`src/hdl/sftd_pkg.sv`:
```
// shared constants and types for the smallest factor trial division block
package sftd_pkg;

  localparam int NUMBER_WIDTH = 63;
  localparam int FACTOR_WIDTH = 32;
  localparam int SUM_WIDTH    = 64;
  localparam int SQ_WIDTH     = 2 * FACTOR_WIDTH;
  localparam int DELTA_WIDTH  = FACTOR_WIDTH + 4;
  localparam int CNT_WIDTH    = $clog2(NUMBER_WIDTH + 1);
  localparam int FOLD_WIDTH   = 18;

  localparam int CAND_START   = 5;
  localparam int CAND_STEP    = 6;
  localparam int SQ_START     = CAND_START * CAND_START;
  localparam int DELTA_START  = 2 * CAND_STEP * CAND_START + CAND_STEP * CAND_STEP;
  localparam int DELTA_STEP   = 2 * CAND_STEP * CAND_STEP;

  // residues 0, 3, 6 and 9 of the final digit sum are multiples of three
  localparam logic [15:0] DIV3_HIT_MASK = 16'h0249;

  typedef enum logic [2:0] {
    SEL_ZERO,
    SEL_TWO,
    SEL_THREE,
    SEL_CAND,
    SEL_CAND2
  } fact_sel_t;

  typedef struct packed {
    logic      load;
    logic      div_start;
    fact_sel_t div_sel;
    logic      set_factor;
    fact_sel_t fact_sel;
    logic      step_cand;
    logic      write_out;
  } ctrl_cmd_t;

  typedef struct packed {
    logic n_small;
    logic n_even;
    logic n_div3;
    logic rem_done;
    logic rem_zero;
    logic sq_le_n;
    logic out_full;
  } dp_status_t;

endpackage

```
`src/hdl/sftd_if.sv`:
```
// valid/ready channel interfaces for the number and result beats
interface sftd_in_if;
  logic        valid;
  logic        ready;
  logic [62:0] number;

  modport source (output valid, output number, input ready);
  modport sink (input valid, input number, output ready);
endinterface

interface sftd_out_if;
  logic        valid;
  logic        ready;
  logic [31:0] smallest_factor;
  logic [63:0] running_sum;

  modport source (output valid, output smallest_factor, output running_sum, input ready);
  modport sink (input valid, input smallest_factor, input running_sum, output ready);
endinterface

```
`src/hdl/sftd_rem.sv`:
```
// bit-serial restoring remainder unit, one dividend bit per cycle
module sftd_rem
  import sftd_pkg::*;
(
  input  logic                    clk,
  input  logic                    rst,
  input  logic                    start,
  input  logic [NUMBER_WIDTH-1:0] dividend,
  input  logic [FACTOR_WIDTH-1:0] divisor,
  output logic                    done,
  output logic                    rem_zero
);

  logic                    busy;
  logic [CNT_WIDTH-1:0]    cnt;
  logic [NUMBER_WIDTH-1:0] shreg;
  logic [FACTOR_WIDTH-1:0] dvs;
  logic [FACTOR_WIDTH-1:0] rem;
  logic [FACTOR_WIDTH:0]   trial;
  logic [FACTOR_WIDTH:0]   diff;
  logic [FACTOR_WIDTH-1:0] rem_next;

  always_comb begin
    trial = {rem, shreg[NUMBER_WIDTH-1]};
    diff  = trial - {1'b0, dvs};
    if (trial >= {1'b0, dvs}) begin
      rem_next = diff[FACTOR_WIDTH-1:0];
    end else begin
      rem_next = trial[FACTOR_WIDTH-1:0];
    end
  end

  always_ff @(posedge clk) begin
    if (rst) begin
      busy <= 1'b0;
      done <= 1'b0;
      cnt  <= '0;
    end else begin
      done <= 1'b0;
      if (start) begin
        busy <= 1'b1;
        cnt  <= CNT_WIDTH'(NUMBER_WIDTH);
      end else if (busy) begin
        cnt <= cnt - CNT_WIDTH'(1);
        if (cnt == CNT_WIDTH'(1)) begin
          busy <= 1'b0;
          done <= 1'b1;
        end
      end
    end
  end

  always_ff @(posedge clk) begin
    if (start) begin
      shreg <= dividend;
      dvs   <= divisor;
      rem   <= '0;
    end else if (busy) begin
      shreg <= {shreg[NUMBER_WIDTH-2:0], 1'b0};
      rem   <= rem_next;
    end
  end

  assign rem_zero = (rem == '0);

endmodule

```
`src/hdl/sftd_dp.sv`:
```
// datapath: number, candidate wheel, running square, remainder unit, result register
module sftd_dp
  import sftd_pkg::*;
(
  input  logic                    clk,
  input  logic                    rst,
  input  ctrl_cmd_t               cmd,
  output dp_status_t              status,
  input  logic [62:0]             number,
  output logic                    out_valid,
  input  logic                    out_ready,
  output logic [FACTOR_WIDTH-1:0] out_factor,
  output logic [SUM_WIDTH-1:0]    out_sum
);

  logic [NUMBER_WIDTH-1:0] n;
  logic [FOLD_WIDTH-1:0]   n_fold;
  logic [9:0]              fold8;
  logic [5:0]              fold4;
  logic [3:0]              fold2;
  logic [FACTOR_WIDTH-1:0] cand;
  logic [FACTOR_WIDTH-1:0] cand2;
  logic [SQ_WIDTH-1:0]     sq;
  logic [DELTA_WIDTH-1:0]  delta;
  logic [FACTOR_WIDTH-1:0] factor;
  logic [SUM_WIDTH-1:0]    total;
  logic [FACTOR_WIDTH-1:0] divisor;
  logic [FACTOR_WIDTH-1:0] factor_next;
  logic                    rem_done;
  logic                    rem_zero;

  assign cand2 = cand + FACTOR_WIDTH'(2);

  function automatic logic [FACTOR_WIDTH-1:0] pick(
    input fact_sel_t               sel,
    input logic [FACTOR_WIDTH-1:0] c,
    input logic [FACTOR_WIDTH-1:0] c2
  );
    unique case (sel)
      SEL_ZERO:  pick = '0;
      SEL_TWO:   pick = FACTOR_WIDTH'(2);
      SEL_THREE: pick = FACTOR_WIDTH'(3);
      SEL_CAND:  pick = c;
      SEL_CAND2: pick = c2;
      default:   pick = '0;
    endcase
  endfunction

  // 2^16, 2^8, 2^4 and 2^2 are all 1 mod 3, so digit sums keep the residue
  function automatic logic [FOLD_WIDTH-1:0] fold16(input logic [63:0] v);
    fold16 = FOLD_WIDTH'(v[15:0]) + FOLD_WIDTH'(v[31:16]) + FOLD_WIDTH'(v[47:32])
           + FOLD_WIDTH'(v[63:48]);
  endfunction

  assign divisor     = pick(cmd.div_sel, cand, cand2);
  assign factor_next = pick(cmd.fact_sel, cand, cand2);

  sftd_rem u_rem (
    .clk      (clk),
    .rst      (rst),
    .start    (cmd.div_start),
    .dividend (n),
    .divisor  (divisor),
    .done     (rem_done),
    .rem_zero (rem_zero)
  );

  always_ff @(posedge clk) begin
    if (cmd.load) begin
      n      <= number[NUMBER_WIDTH-1:0];
      n_fold <= fold16(64'(number[NUMBER_WIDTH-1:0]));
      cand   <= FACTOR_WIDTH'(CAND_START);
      sq     <= SQ_WIDTH'(SQ_START);
      delta  <= DELTA_WIDTH'(DELTA_START);
    end else if (cmd.step_cand) begin
      cand  <= cand + FACTOR_WIDTH'(CAND_STEP);
      sq    <= sq + SQ_WIDTH'(delta);
      delta <= delta + DELTA_WIDTH'(DELTA_STEP);
    end
    if (cmd.set_factor) begin
      factor <= factor_next;
    end
    if (cmd.write_out) begin
      out_factor <= factor;
    end
  end

  always_ff @(posedge clk) begin
    if (rst) begin
      total     <= '0;
      out_valid <= 1'b0;
    end else if (cmd.write_out) begin
      total     <= total + SUM_WIDTH'(factor);
      out_valid <= 1'b1;
    end else if (out_ready) begin
      out_valid <= 1'b0;
    end
  end

  assign out_sum = total;

  always_comb begin
    fold8 = 10'(n_fold[7:0]) + 10'(n_fold[15:8]) + 10'(n_fold[17:16]);
    fold4 = 6'(fold8[3:0]) + 6'(fold8[7:4]) + 6'(fold8[9:8]);
    fold2 = 4'(fold4[1:0]) + 4'(fold4[3:2]) + 4'(fold4[5:4]);
  end

  always_comb begin
    status.n_small  = (n <= NUMBER_WIDTH'(3));
    status.n_even   = ~n[0];
    status.n_div3   = DIV3_HIT_MASK[fold2];
    status.rem_done = rem_done;
    status.rem_zero = rem_zero;
    status.sq_le_n  = (sq <= SQ_WIDTH'(n));
    status.out_full = out_valid & ~out_ready;
  end

endmodule

```
`src/hdl/sftd_ctrl.sv`:
```
// controller state machine sequencing the small-number checks and the wheel loop
module sftd_ctrl
  import sftd_pkg::*;
(
  input  logic       clk,
  input  logic       rst,
  input  logic       in_valid,
  output logic       in_ready,
  input  dp_status_t status,
  output ctrl_cmd_t  cmd
);

  localparam logic [2:0] S_IDLE  = 3'd0;
  localparam logic [2:0] S_TRIV  = 3'd1;
  localparam logic [2:0] S_LOOP  = 3'd3;
  localparam logic [2:0] S_WAITA = 3'd4;
  localparam logic [2:0] S_WAITB = 3'd5;
  localparam logic [2:0] S_DONE  = 3'd6;

  logic [2:0] state;
  logic [2:0] state_next;

  assign in_ready = (state == S_IDLE);

  always_comb begin
    state_next     = state;
    cmd.load       = 1'b0;
    cmd.div_start  = 1'b0;
    cmd.div_sel    = SEL_THREE;
    cmd.set_factor = 1'b0;
    cmd.fact_sel   = SEL_ZERO;
    cmd.step_cand  = 1'b0;
    cmd.write_out  = 1'b0;
    unique case (state)
      S_IDLE: begin
        if (in_valid) begin
          cmd.load   = 1'b1;
          state_next = S_TRIV;
        end
      end
      S_TRIV: begin
        if (status.n_small) begin
          cmd.set_factor = 1'b1;
          cmd.fact_sel   = SEL_ZERO;
          state_next     = S_DONE;
        end else if (status.n_even) begin
          cmd.set_factor = 1'b1;
          cmd.fact_sel   = SEL_TWO;
          state_next     = S_DONE;
        end else if (status.n_div3) begin
          cmd.set_factor = 1'b1;
          cmd.fact_sel   = SEL_THREE;
          state_next     = S_DONE;
        end else begin
          state_next = S_LOOP;
        end
      end
      S_LOOP: begin
        if (status.sq_le_n) begin
          cmd.div_start = 1'b1;
          cmd.div_sel   = SEL_CAND;
          state_next    = S_WAITA;
        end else begin
          cmd.set_factor = 1'b1;
          cmd.fact_sel   = SEL_ZERO;
          state_next     = S_DONE;
        end
      end
      S_WAITA: begin
        if (status.rem_done) begin
          if (status.rem_zero) begin
            cmd.set_factor = 1'b1;
            cmd.fact_sel   = SEL_CAND;
            state_next     = S_DONE;
          end else begin
            cmd.div_start = 1'b1;
            cmd.div_sel   = SEL_CAND2;
            state_next    = S_WAITB;
          end
        end
      end
      S_WAITB: begin
        if (status.rem_done) begin
          if (status.rem_zero) begin
            cmd.set_factor = 1'b1;
            cmd.fact_sel   = SEL_CAND2;
            state_next     = S_DONE;
          end else begin
            cmd.step_cand = 1'b1;
            state_next    = S_LOOP;
          end
        end
      end
      S_DONE: begin
        if (!status.out_full) begin
          cmd.write_out = 1'b1;
          state_next    = S_IDLE;
        end
      end
      default: begin
        state_next = S_IDLE;
      end
    endcase
  end

  always_ff @(posedge clk) begin
    if (rst) begin
      state <= S_IDLE;
    end else begin
      state <= state_next;
    end
  end

endmodule

```
`src/hdl/smallest_factor_trial_division_top.sv`:
```
// top level of the smallest factor trial division block
//
//   channel  dir  beat fields
//   item     in   number (63b)
//   answer   out  smallest_factor (32b), running_sum (64b)
//
// one number at a time; 0..3, even numbers and multiples of three finish in the
// trivial checks without entering the wheel loop; each remainder by a wheel
// candidate is worked out in the bit-serial unit, candidates go as 6k-1/6k+1
// pairs, and there are about sqrt(n)/6 pairs at worst
// a new number is taken while the previous answer waits; answer stalls hold the
// block only when its result is ready to be written
// synchronous reset clears the controller, the output valid and the running sum
module smallest_factor_trial_division_top
  import sftd_pkg::*;
(
  input logic        clk,
  input logic        rst,
  sftd_in_if.sink    item,
  sftd_out_if.source answer
);

  ctrl_cmd_t  cmd;
  dp_status_t status;

  sftd_ctrl u_ctrl (
    .clk      (clk),
    .rst      (rst),
    .in_valid (item.valid),
    .in_ready (item.ready),
    .status   (status),
    .cmd      (cmd)
  );

  sftd_dp u_dp (
    .clk        (clk),
    .rst        (rst),
    .cmd        (cmd),
    .status     (status),
    .number     (item.number),
    .out_valid  (answer.valid),
    .out_ready  (answer.ready),
    .out_factor (answer.smallest_factor),
    .out_sum    (answer.running_sum)
  );

  a_one_at_a_time: assert property (@(posedge clk) disable iff (rst)
    (item.valid && item.ready) |=> !item.ready)
    else $error("number taken while another is in progress");

  a_sum_moves_with_result: assert property (@(posedge clk) disable iff (rst)
    !$stable(answer.running_sum) |-> answer.valid)
    else $error("running sum changed without a new result");

  a_even_factor_is_two: assert property (@(posedge clk) disable iff (rst)
    (answer.valid && !answer.smallest_factor[0] && answer.smallest_factor != 32'd0)
      |-> (answer.smallest_factor == 32'd2))
    else $error("even factor other than two");

endmodule
```
`src/flat_wrapper.sv`:
```
// flat-port wrapper written by rule: the top's interface ports become plain ports
module smallest_factor_trial_division_top_flat import sftd_pkg::*;
  (clk, rst, item_valid, item_number, item_ready, answer_valid, answer_smallest_factor, answer_running_sum, answer_ready);
  sftd_in_if item_i ();
  sftd_out_if answer_i ();
  input logic clk;
  input logic rst;
  input wire logic [$bits(item_i.valid)-1:0] item_valid;
  input wire logic [$bits(item_i.number)-1:0] item_number;
  output wire logic [$bits(item_i.ready)-1:0] item_ready;
  output wire logic [$bits(answer_i.valid)-1:0] answer_valid;
  output wire logic [$bits(answer_i.smallest_factor)-1:0] answer_smallest_factor;
  output wire logic [$bits(answer_i.running_sum)-1:0] answer_running_sum;
  input wire logic [$bits(answer_i.ready)-1:0] answer_ready;
  assign item_i.valid = item_valid;
  assign item_i.number = item_number;
  assign item_ready = item_i.ready;
  assign answer_valid = answer_i.valid;
  assign answer_smallest_factor = answer_i.smallest_factor;
  assign answer_running_sum = answer_i.running_sum;
  assign answer_i.ready = answer_ready;
  smallest_factor_trial_division_top u_core (.clk(clk), .rst(rst), .item(item_i), .answer(answer_i));
endmodule
```
`config.mk`:
```
export PLATFORM = sky130hd
export DESIGN_NAME = smallest_factor_trial_division_top_flat
export DESIGN_NICKNAME = d
export VERILOG_FILES = /design/src/hdl/sftd_pkg.sv /design/src/hdl/sftd_if.sv /design/src/hdl/sftd_rem.sv /design/src/hdl/sftd_dp.sv /design/src/hdl/sftd_ctrl.sv /design/src/hdl/smallest_factor_trial_division_top.sv /design/src/flat_wrapper.sv
export SDC_FILE = /design/constraint.sdc
export NUM_CORES = 1
export LEC_CHECK = 0
export BUFFER_PORTS_ARGS = -buffer_cell sky130_fd_sc_hd__buf_2
export CORE_ASPECT_RATIO = 0.7
export CORE_MARGIN = 5
export CORE_UTILIZATION = 40
export CTS_BUF_LIST = sky130_fd_sc_hd__clkbuf_16
export DETAILED_ROUTE_END_ITERATION = 16
export PLACE_DENSITY = 0.62
export SKIP_LAST_GASP = 1
export SYNTH_ARGS = -nofsm -noshare
export SYNTH_HDL_FRONTEND = slang
export SYNTH_SLANG_ARGS = --single-unit
export TNS_END_PERCENT = 5
```
`constraint.sdc`:
```
create_clock -name clk -period 7 [get_ports clk]
set_input_delay 0.7 -clock clk [delete_from_list [all_inputs] [get_ports clk]]
set_output_delay 0.7 -clock clk [all_outputs]
set_load 0.005 [all_outputs]
```
==> key figures, run 1 <==
Setup path
  • CP peak stage delay: roughly 0.5 ns
  • CP startpoint kind: register
  • CP Capture Type: register
  • Worst Path Buf+Inv: 5
  • Cell family with most CP delay: adder cells
  • Slowest stage cell, crit path: fa_1
  • Worst EP required: ~7.3 ns
  • Worst-path maximum fanout: 32
  • Kind of critical path: register to register
  • CP arrival: 6.88 ns
  • Crit path top cell by count: fa_1

Timing
  • Final Cycle Share: a little over nine tenths
  • Fmax achieved: 151.4 MHz
  • Setup WS post-layout: about 0.4 ns
  • Max-Slew Margin vs Limit: around 22%
  • Worst Tran Pin Value: 1.175 ns
  • Setup violations, final: 0
  • Setup TNS: 0 ns
  • Fin crit period: 6.603 ns
  • Hold Vio Cnt, Final: 0
  • Final Max Tran Viols: 0
  • Setup Skew: 0.03707 ns

GRT
  • GRT Total Usage: around 18%
  • Largest net degree at the start of global routing: 129
  • Grt total ovfl: 0
  • First-pass GRT wire length: approximately 110 mm
  • Antenna violations before repair: 3
  • Number of global-route vias before repair: around 20000

Clock tree
  • Post-CTS setup buffers: 0
  • Max clock buf depth: 3
  • Number of CTS-inserted buffers: 51
  • Sink Count: ~470
  • Post_cts resized: 0
  • CTS tree: done
  • Clk_lat worst skew: a little over 0.6 ns
  • Root Driver: clkbuf_16
  • Reg clk slew, reported paths: roughly 0.060 ns
  • Hold-fix buffers, CTS: 0
  • H-tree Lvls: 2

Die
  • Num rows: 80
  • Core ar.: about 70000 um2
  • Die height: ~230 um
  • Initial Util: around two fifths
  • Num ports: 165
  • Die ar.: ~75000 um2
  • Die Width: around 320 um

Power and ir drop
  • Leakage: 12.77 nW
  • Max VDD drop: about 0.83 mV
  • Pwr dens: 384.9 nW/um2
  • Overall power: approximately 12 mW

Detailed routing
  • Post-route DRC: 0
  • Via/cell ratio: between 5 and 6
  • Antenna viol nets, final: 0
  • Pre-antenna DRT Iters: 5
  • Iter 0 DRT Violations: about 1900
  • Via total after detailed routing: ~22000
  • Routed WL: about 71 mm
  • Wire per inst: ~18 um

Final layout
  • Area Overhead vs Synth: 11.89%
  • Final nets: ~3400
  • Share of cells above drive strength 1: between 10% and 20%
  • Final Cell Area: a little over 30000 um2

Synth
  • Yosys top cell area share: a little over a quarter
  • Synth cell types: a little under 80
  • Post-synth ARST share: 0%
  • Cells after synthesis: 2973
  • Synth Net Count: around 3300
  • Sequential area share after synthesis: a little over two fifths
  • Syn avg cell area: 9.323 um2
  • Yosys warns: 0
  • Largest cells by area after synthesis: edfxtp_1 26%, dfxtp_1 17%, ha_1 9.1%
  • Netlist Area Pre-Place: 27720 um2
  • Main synth FF type: edfxtp_1
  • Number of synthesized flops with an enable pin: 240
  • Synth area leader: edfxtp_1
  • Synthesis-stage register bit count: roughly 470

Outcome
  • Status: completed

Job
  • Max-capacitance violation count: 0

Placement
  • Post-placement cell area: roughly 29000 um2
  • GP Congestion: 0.8908
  • IO buf count: 164
  • Hpwl dp: between 50 and 60 mm
  • Dpl ws: 0.2109 ns

Worst hold path
  • HP Class: input port to register
cells in the final DEF (no fill, tap or decap), drive strengths merged, types with 52 or more instances in the layout:
cell and instances:
xnor2 103, xor2 106, nor2 268, inv 182, a211oi 52, edfxtp 240, a21o 78, a21oi 224
nand4 60, nand2 356, buf 184, o21ai 210, nand3 61, clkbuf 52, dfxtp 233, ha 202
flip-flops by register name (all words and copies together) (netlist names), 3 cells and up:
name and count:
u_core.u_dp.u_rem.rem 32, u_core.u_ctrl.state 3, u_core.u_dp.n_fold 18, u_core.u_dp.n 63, u_core.u_dp.factor 32, u_core.u_dp.u_rem.cnt 6
u_core.u_dp.u_rem.shreg 63, u_core.u_dp.out_factor 32, u_core.u_dp.out_sum 64, u_core.u_dp.delta 33, u_core.u_dp.sq 61, u_core.u_dp.u_rem.dvs 32
u_core.u_dp.cand 31
metrics by stage:
step                utilization, %  hold slack (ns)  instances
finish                       45.37           0.2992       4025
global route                 45.36           0.2677       4024
CTS                          45.35           0.2613       4024
detailed placement           42.87           0.4575       3928
global placement             42.87           0.4519       3928
floorplan                        -           0.4307       2973
synthesized netlist by cell type, types with 31 or more instances:
cell and instances:
nor2_1 267, o21ai_1 50, xnor2_1 103, clkbuf_1 101, a211oi_1 52, o21ai_0 150
a21o_1 78, nand3_1 61, and3_1 31, nor4_1 31, nand2_1 346, xor2_1 106
edfxtp_1 240, dfxtp_1 233, nand4_1 60, inv_1 165, a21oi_1 216, nor3_1 40
ha_1 202, fa_1 42, or3_1 42
path summary, 6_finish.rpt:
kind / slack (ns) / to / start / cells past startpoint
min: 0.30 / u_core.u_dp.n[46] / item_number[46] / 1
max: 0.40 / u_core.u_dp.factor[26] / u_core.u_dp.n_fold[1] / 31
max reg2reg: 0.40 / u_core.u_dp.factor[26] / u_core.u_dp.n_fold[1] / 31
min reg2reg: 0.46 / u_core.u_dp.out_factor[14] / u_core.u_dp.factor[14] / 0
per-layer routing:
metal  global-route usage, %  routed length [um]
met1                   28.71               35880
met2                   26.27               29300
met3                   3.255                4563
met4                   3.133                 939
met5                       0                   0
report_power, final:
group	total, mW	internal (mW)	switching [mW]	leakage (nW)
sequential	3.79	3.47	0.318	4.08
clock	2.76	1.58	1.18	0.860
combinational	5.39	2.20	3.19	7.83
total	11.9	7.25	4.69	12.8
kinds of logic (layout without fill, tap and decap cells):
family | Yosys count | after routing | share of synthesized area, %
XOR/XNOR | 209 | 209 | 6.604
adder cells (fa/ha/maj) | 244 | 244 | 12.15
buffers and inverters | 301 | 450 | 4.388
multiplexers | 29 | 29 | 1.056
AO/OA/AOI/OAI | 725 | 725 | 16.30
other | 1 | 2 | 0.01353
flip-flops | 473 | 473 | 42.83
AND/OR/NAND/NOR | 991 | 991 | 16.66
cell type report:
class	instances	area, um2
Fill cell	6505	37350
Multi-Input combinational cell	2199	14670
Sequential cell	473	11870
Clock buffer	52	1301
Tap cell	902	1129
Timing Repair Buffer	184	996.0
Inverter	170	645.6
Clock inverter	44	397.9
Antenna cell	1	2.502
No activity file was read; power rests on OpenSTA's default activity.
==> inputs of run 2 (changes only) <==
--- a/config.mk
+++ b/config.mk
@@ -8,10 +8,10 @@
 export BUFFER_PORTS_ARGS = -buffer_cell sky130_fd_sc_hd__buf_2
 export CORE_ASPECT_RATIO = 0.7
 export CORE_MARGIN = 5
-export CORE_UTILIZATION = 40
+export CORE_UTILIZATION = 49
 export CTS_BUF_LIST = sky130_fd_sc_hd__clkbuf_16
 export DETAILED_ROUTE_END_ITERATION = 16
-export PLACE_DENSITY = 0.62
+export PLACE_DENSITY = 0.73
 export SKIP_LAST_GASP = 1
 export SYNTH_ARGS = -nofsm -noshare
 export SYNTH_HDL_FRONTEND = slang
==> key figures, run 2 (synthesis gave the netlist of run 1 again) <==
Timing
  • Final Max Tran Viols: 0
  • Hold Vio Cnt, Final: 0
  • Max-Slew Margin vs Limit: between 20% and 30%
  • Fmax achieved: 150.9 MHz
  • Final Cycle Share: between 90% and 100%
  • Setup Skew: approximately 0.034 ns
  • Setup violations, final: 0
  • Fin crit period: about 6.6 ns
  • RSZ-0062 raised after global routing: false
  • Worst Tran Pin Value: ~1.2 ns
  • Setup WS post-layout: approximately 0.37 ns
  • Setup TNS: 0 ns

Final layout
  • Max reg flops: between 60 and 70
  • Commonest non-fill, non-tap cell in the layout: nand2_1
  • Area Overhead vs Synth: 10.85%
  • Area occupied by multi-input gates: between 10000 and 15000 um2
  • Fillers: a little under 5000
  • Seq. cell area: roughly 12000 um2
  • Final nets: approximately 3400
  • # diodes: 0
  • Share of cells above drive strength 1: roughly a tenth
  • Most frequent cells in the layout: 344 x nand2_1, 266 x nor2_1, 240 x edfxtp_1

Detailed routing
  • Pre-antenna DRT Iters: 6
  • Iter 0 DRT Violations: around 2000
  • Via total after detailed routing: approximately 23000
  • Antenna viol nets, final: 0
  • Via/cell ratio: 5.835
  • Wire per inst: roughly 18 um
  • Post-route DRC: 0
  • Routed WL: about 71 mm

Power and ir drop
  • Leakage: 12.71 nW
  • Sequential Power Share: between 30% and 40%
  • P_int: 7.539 mW
  • Max VDD drop: approximately 0.91 mV
  • Clock network power share: a little over a fifth
  • Pwr dens: between 400 and 500 nW/um2
  • Switching Share: about two fifths
  • Net Switching: approximately 5 mW
  • Logic pwr share: between 40 and 50%

Die
  • Initial Util: between 40% and 50%
  • Die height: 209.0 um
  • Num rows: 72
  • Core ar.: around 56000 um2
  • Num ports: about 170
  • Die ar.: 61500 um2
  • Die Width: about 290 um

Setup path
  • Kind of critical path: register to register
  • Worst EP required: about 7.3 ns
  • Crit path top cell by count: fa_1
  • Worst-path maximum fanout: 16
  • Worst Path Buf+Inv: 6
  • CP peak stage delay: about 0.51 ns
  • CP Capture Type: register
  • CP startpoint kind: register
  • CP arrival: between 6 and 7 ns
  • Reg2reg setup slack: around 0.37 ns
  • Cell family with most CP delay: adder cells
  • Slowest stage cell, crit path: fa_1

Clock tree
  • H-tree Lvls: 2
  • CTS tree: done
  • Reg clk slew, reported paths: ~0.070 ns
  • Number of CTS-inserted buffers: 48
  • Clk_lat worst skew: 0.61 ns
  • Root Driver: clkbuf_16
  • Sink Count: approximately 470
  • Hold-fix buffers, CTS: 0
  • Max clock buf depth: 3

GRT
  • First-pass GRT wire length: 113.3 mm
  • Grt total ovfl: 0
  • GRT Total Usage: 22.24%
  • Number of global-route vias before repair: around 21000
  • Antenna violations before repair: 0
  • Largest net degree at the start of global routing: approximately 120

Placement
  • GP Congestion: around 0.90
  • Hpwl dp: about 53 mm
  • IO buf count: 164
  • Dpl ws: around 0.23 ns

Outcome
  • Status: completed

Worst hold path
  • HP Class: input port to register

Job
  • Max-capacitance violation count: 0
==> run 2: cell types whose count changed in the layout (fill, tap and decap cells not counted), moves of 2 or more <==
cell        before  now
clkbuf_16       52   50
clkinvlp_4       4    7
clkinv_1        16    9
clkinv_4         0    3
inv_1          177  175
clkinv_2         4    7
==> run 2: stage by stage <==
step           total power [mW]  instances  hold slack (ns)  instance area [um2]  utilization [%]
3_3_place_gp              9.066       3765           0.4583                29080            52.33
3_5_place_dp              9.336       3765           0.4511                29080            52.33
6_report                  12.52       3856           0.2948                30720            55.28
5_1_grt                   13.46       3856           0.2825                30720            55.28
4_1_cts                   11.99       3855           0.2686                30680            55.20
2_1_floorplan             7.887       2973           0.4307                27720                -
==> run 2: power groups by stage <==
| stage | combinational (mW) | sequential, mW | clock [mW] |
|---|---|---|---|
| after detailed placement | 5.49 | 3.84 | 0 |
| after floorplan | 4.13 | 3.76 | 0 |
| after global routing | 6.81 | 3.86 | 2.79 |
| after CTS | 5.53 | 3.79 | 2.67 |
| after global placement | 5.23 | 3.84 | 0 |
| final | 6.08 | 3.82 | 2.62 |
==> run 2: repair_timing <==
action	CTS	global route
buffers inserted	0	0
endpoints found under the setup margin	0	32
resized for setup	0	5
==> run 2: cell type report <==
type	count	area share, %
sequential	473	38.64
clock inverter	41	1.218
clock buffer	49	3.991
tap	740	3.014
timing repair buffer	184	3.258
multi-input combinational	2199	47.78
inverter	170	2.101
==> run 2: path summary, 6_finish.rpt <==
kind,startpoint,end,cells past startpoint
worst min register to register,u_core.u_dp.factor[10],u_core.u_dp.out_factor[10],0
worst max register to register,u_core.u_dp.n_fold[1],u_core.u_dp.factor[29],32
worst min-delay path,item_number[42],u_core.u_dp.n[42],1
worst max-delay path,u_core.u_dp.n_fold[1],u_core.u_dp.factor[29],32
==> run 2: worst reg2reg max path, delay by kind of cell (launching register included) <==
family	cells	cell delay [ns]
flip-flops	1	0.40
AO/OA/AOI/OAI	8	1.17
multiplexers	1	0.07
adder cells (fa/ha/maj)	9	3.23
buffers and inverters	6	0.61
AND/OR/NAND/NOR	8	0.84
==> run 2: layer usage <==
| layer | vias up | GRT usage [%] | wire (um) |
|---|---|---|---|
| li1 | 10860 | - | - |
| met1 | 10840 | 33.91 | 33490 |
| met2 | 704 | 33.76 | 31600 |
| met3 | 100 | 3.120 | 4546 |
| met4 | 0 | 4.864 | 1386 |
| met5 | - | 0 | 0 |
==> inputs of run 3 (changes only) <==
--- a/config.mk
+++ b/config.mk
@@ -12,6 +12,7 @@
 export CTS_BUF_LIST = sky130_fd_sc_hd__clkbuf_16
 export DETAILED_ROUTE_END_ITERATION = 16
 export PLACE_DENSITY = 0.73
+export REMOVE_ABC_BUFFERS = 1
 export SKIP_LAST_GASP = 1
 export SYNTH_ARGS = -nofsm -noshare
 export SYNTH_HDL_FRONTEND = slang
==> key figures, run 3 (synthesis gave the netlist of run 1 again) <==
Detailed routing
  • Routed WL: between 70 and 80 mm
  • Wire per inst: ~18 um
  • Via/cell ratio: 5.798
  • Post-route DRC: 0
  • Antenna viol nets, final: 0
  • Via total after detailed routing: approximately 22000
  • Pre-antenna DRT Iters: 5
  • Iter 0 DRT Violations: approximately 1800

Timing
  • Fmax achieved: around 150 MHz
  • Worst Hold Margin: approximately 0.29 ns
  • Setup TNS: 0 ns
  • Setup Skew: roughly 0.035 ns
  • Max-Slew Margin vs Limit: 27.00%
  • Setup violations, final: 0
  • Final Max Tran Viols: 0
  • Hold Vio Cnt, Final: 0
  • Setup WS post-layout: between 0.4 and 0.5 ns
  • Final Cycle Share: a little over nine tenths
  • Fin crit period: between 6 and 7 ns
  • Worst Tran Pin Value: approximately 1.1 ns

Clock tree
  • Root Driver: clkbuf_16
  • Max clock buf depth: 3
  • Number of CTS-inserted buffers: between 40 and 50
  • Reg clk slew, reported paths: approximately 0.06 ns
  • CTS tree: done
  • Sink Count: roughly 470
  • Hold-fix buffers, CTS: 0
  • H-tree Lvls: 2
  • Clk_lat worst skew: a little over 0.6 ns

Final layout
  • Post-Layout Cell Count: roughly 3900
  • Max reg flops: 64
  • Area Overhead vs Synth: 10.85%
  • Fillers: roughly 4800
  • Final nets: around 3400
  • Commonest non-fill, non-tap cell in the layout: nand2_1
  • Most frequent cells in the layout: 344 x nand2_1, 266 x nor2_1, 240 x edfxtp_1
  • Final core utilization: 55.28%
  • Final Cell Area: roughly 30000 um2
  • Share of cells above drive strength 1: roughly a tenth

Die
  • Core ar.: ~56000 um2
  • Die ar.: around 61000 um2
  • Num ports: approximately 170
  • Initial Util: 49.87%
  • Die Width: approximately 290 um
  • Num rows: 72
  • Die height: between 200 and 250 um

Power and ir drop
  • Max VDD drop: 0.9513 mV
  • Pwr dens: a little over 400 nW/um2
  • Overall power: around 12 mW
  • Leakage: ~13 nW

Worst hold path
  • HP Class: input port to register
  • Hold Crit Start: item_number[43]
  • WHS Endpoint: u_core.u_dp.n[43]
  • Hold depth: 1

Placement
  • IO buf count: roughly 160
  • Placed Cells incl. Taps: 3768
  • Hpwl dp: 52.25 mm
  • Post-placement cell area: 29110 um2
  • Dpl ws: slightly below 0.3 ns
  • GP Congestion: roughly 0.94

Setup path
  • CP peak stage delay: about 0.5 ns
  • CP arrival: 6.89 ns
  • Worst-path maximum fanout: 8
  • CP Launch Point: u_core.u_dp.n_fold[1]
  • Cells on worst reg2reg path: 32
  • Reg-to-Reg End: u_core.u_dp.factor[9]
  • CP startpoint kind: register
  • CP Capture Type: register
  • Slowest stage cell, crit path: fa_1
  • Reg2reg setup slack: about 0.43 ns
  • Critical R2R Launch: u_core.u_dp.n_fold[1]
  • Crit path top cell by count: fa_1
  • Kind of critical path: register to register
  • Worst EP required: 7.32 ns

GRT
  • Number of global-route vias before repair: ~21000
  • Grt total ovfl: 0
  • GRT Total Usage: roughly 22%
  • Largest net degree at the start of global routing: 99
  • Antenna violations before repair: 1
  • First-pass GRT wire length: around 110 mm

Outcome
  • Status: completed

Job
  • Max-capacitance violation count: 0
run 3: worst max-delay path, delay by kind of cell (launching register included):
| family | cells | cell delay, ns |
|---|---|---|
| adder cells (fa/ha/maj) | 9 | 3.19 |
| AO/OA/AOI/OAI | 8 | 1.14 |
| AND/OR/NAND/NOR | 8 | 0.84 |
| buffers and inverters | 6 | 0.63 |
| flip-flops | 1 | 0.40 |
| multiplexers | 1 | 0.06 |
run 3: cell type report:
class	count	area, um2	area share, %
Multi-Input combinational cell	2199	14680	47.77
Sequential cell	473	11870	38.64
Timing Repair Buffer	188	1035	3.368
Tap cell	740	925.9	3.014
Clock inverter	40	389.1	1.266
Inverter	170	645.6	2.101
Antenna cell	1	2.502	0.008145
Clock buffer	47	1176	3.828
run 3: per-layer routing:
layer  vias to the layer above  track usage, %  part of all wire, %
met5                         -               0                    0
met3                       131           4.054                  7.0
met1                     10610           30.47                   44
met2                       789           35.59                   46
li1                      10850               -                    -
met4                         0           6.949                  3.0
run 3: where the power goes:
part / switching (mW) / total, mW / internal (mW)
logic: 3.53 / 6.03 / 2.50
clock network: 1.13 / 2.56 / 1.43
registers: 0.306 / 3.80 / 3.50
total: 4.97 / 12.4 / 7.43
run 3: worst max path at each step:
| stage | cells after the start | end | slack (ns) |
|---|---|---|---|
| 6_report | 32 | u_core.u_dp.factor[9] | 0.43 |
| 5_1_grt | 32 | u_core.u_dp.factor[4] | -0.01 |
| 4_1_cts | 32 | u_core.u_dp.factor[16] | 0.26 |
| 3_5_place_dp | 32 | u_core.u_dp.factor[16] | 0.29 |
| 3_3_place_gp | 32 | u_core.u_dp.factor[14] | 0.51 |
| 2_1_floorplan | 10 | u_core.u_dp.u_rem.shreg[0] | -1.58 |
run 3: what timing repair did:
action / 4_1_cts / 5_1_grt
gates resized for setup: 0 / 5
setup endpoints to repair: 0 / 30
buffers inserted: 0 / 0
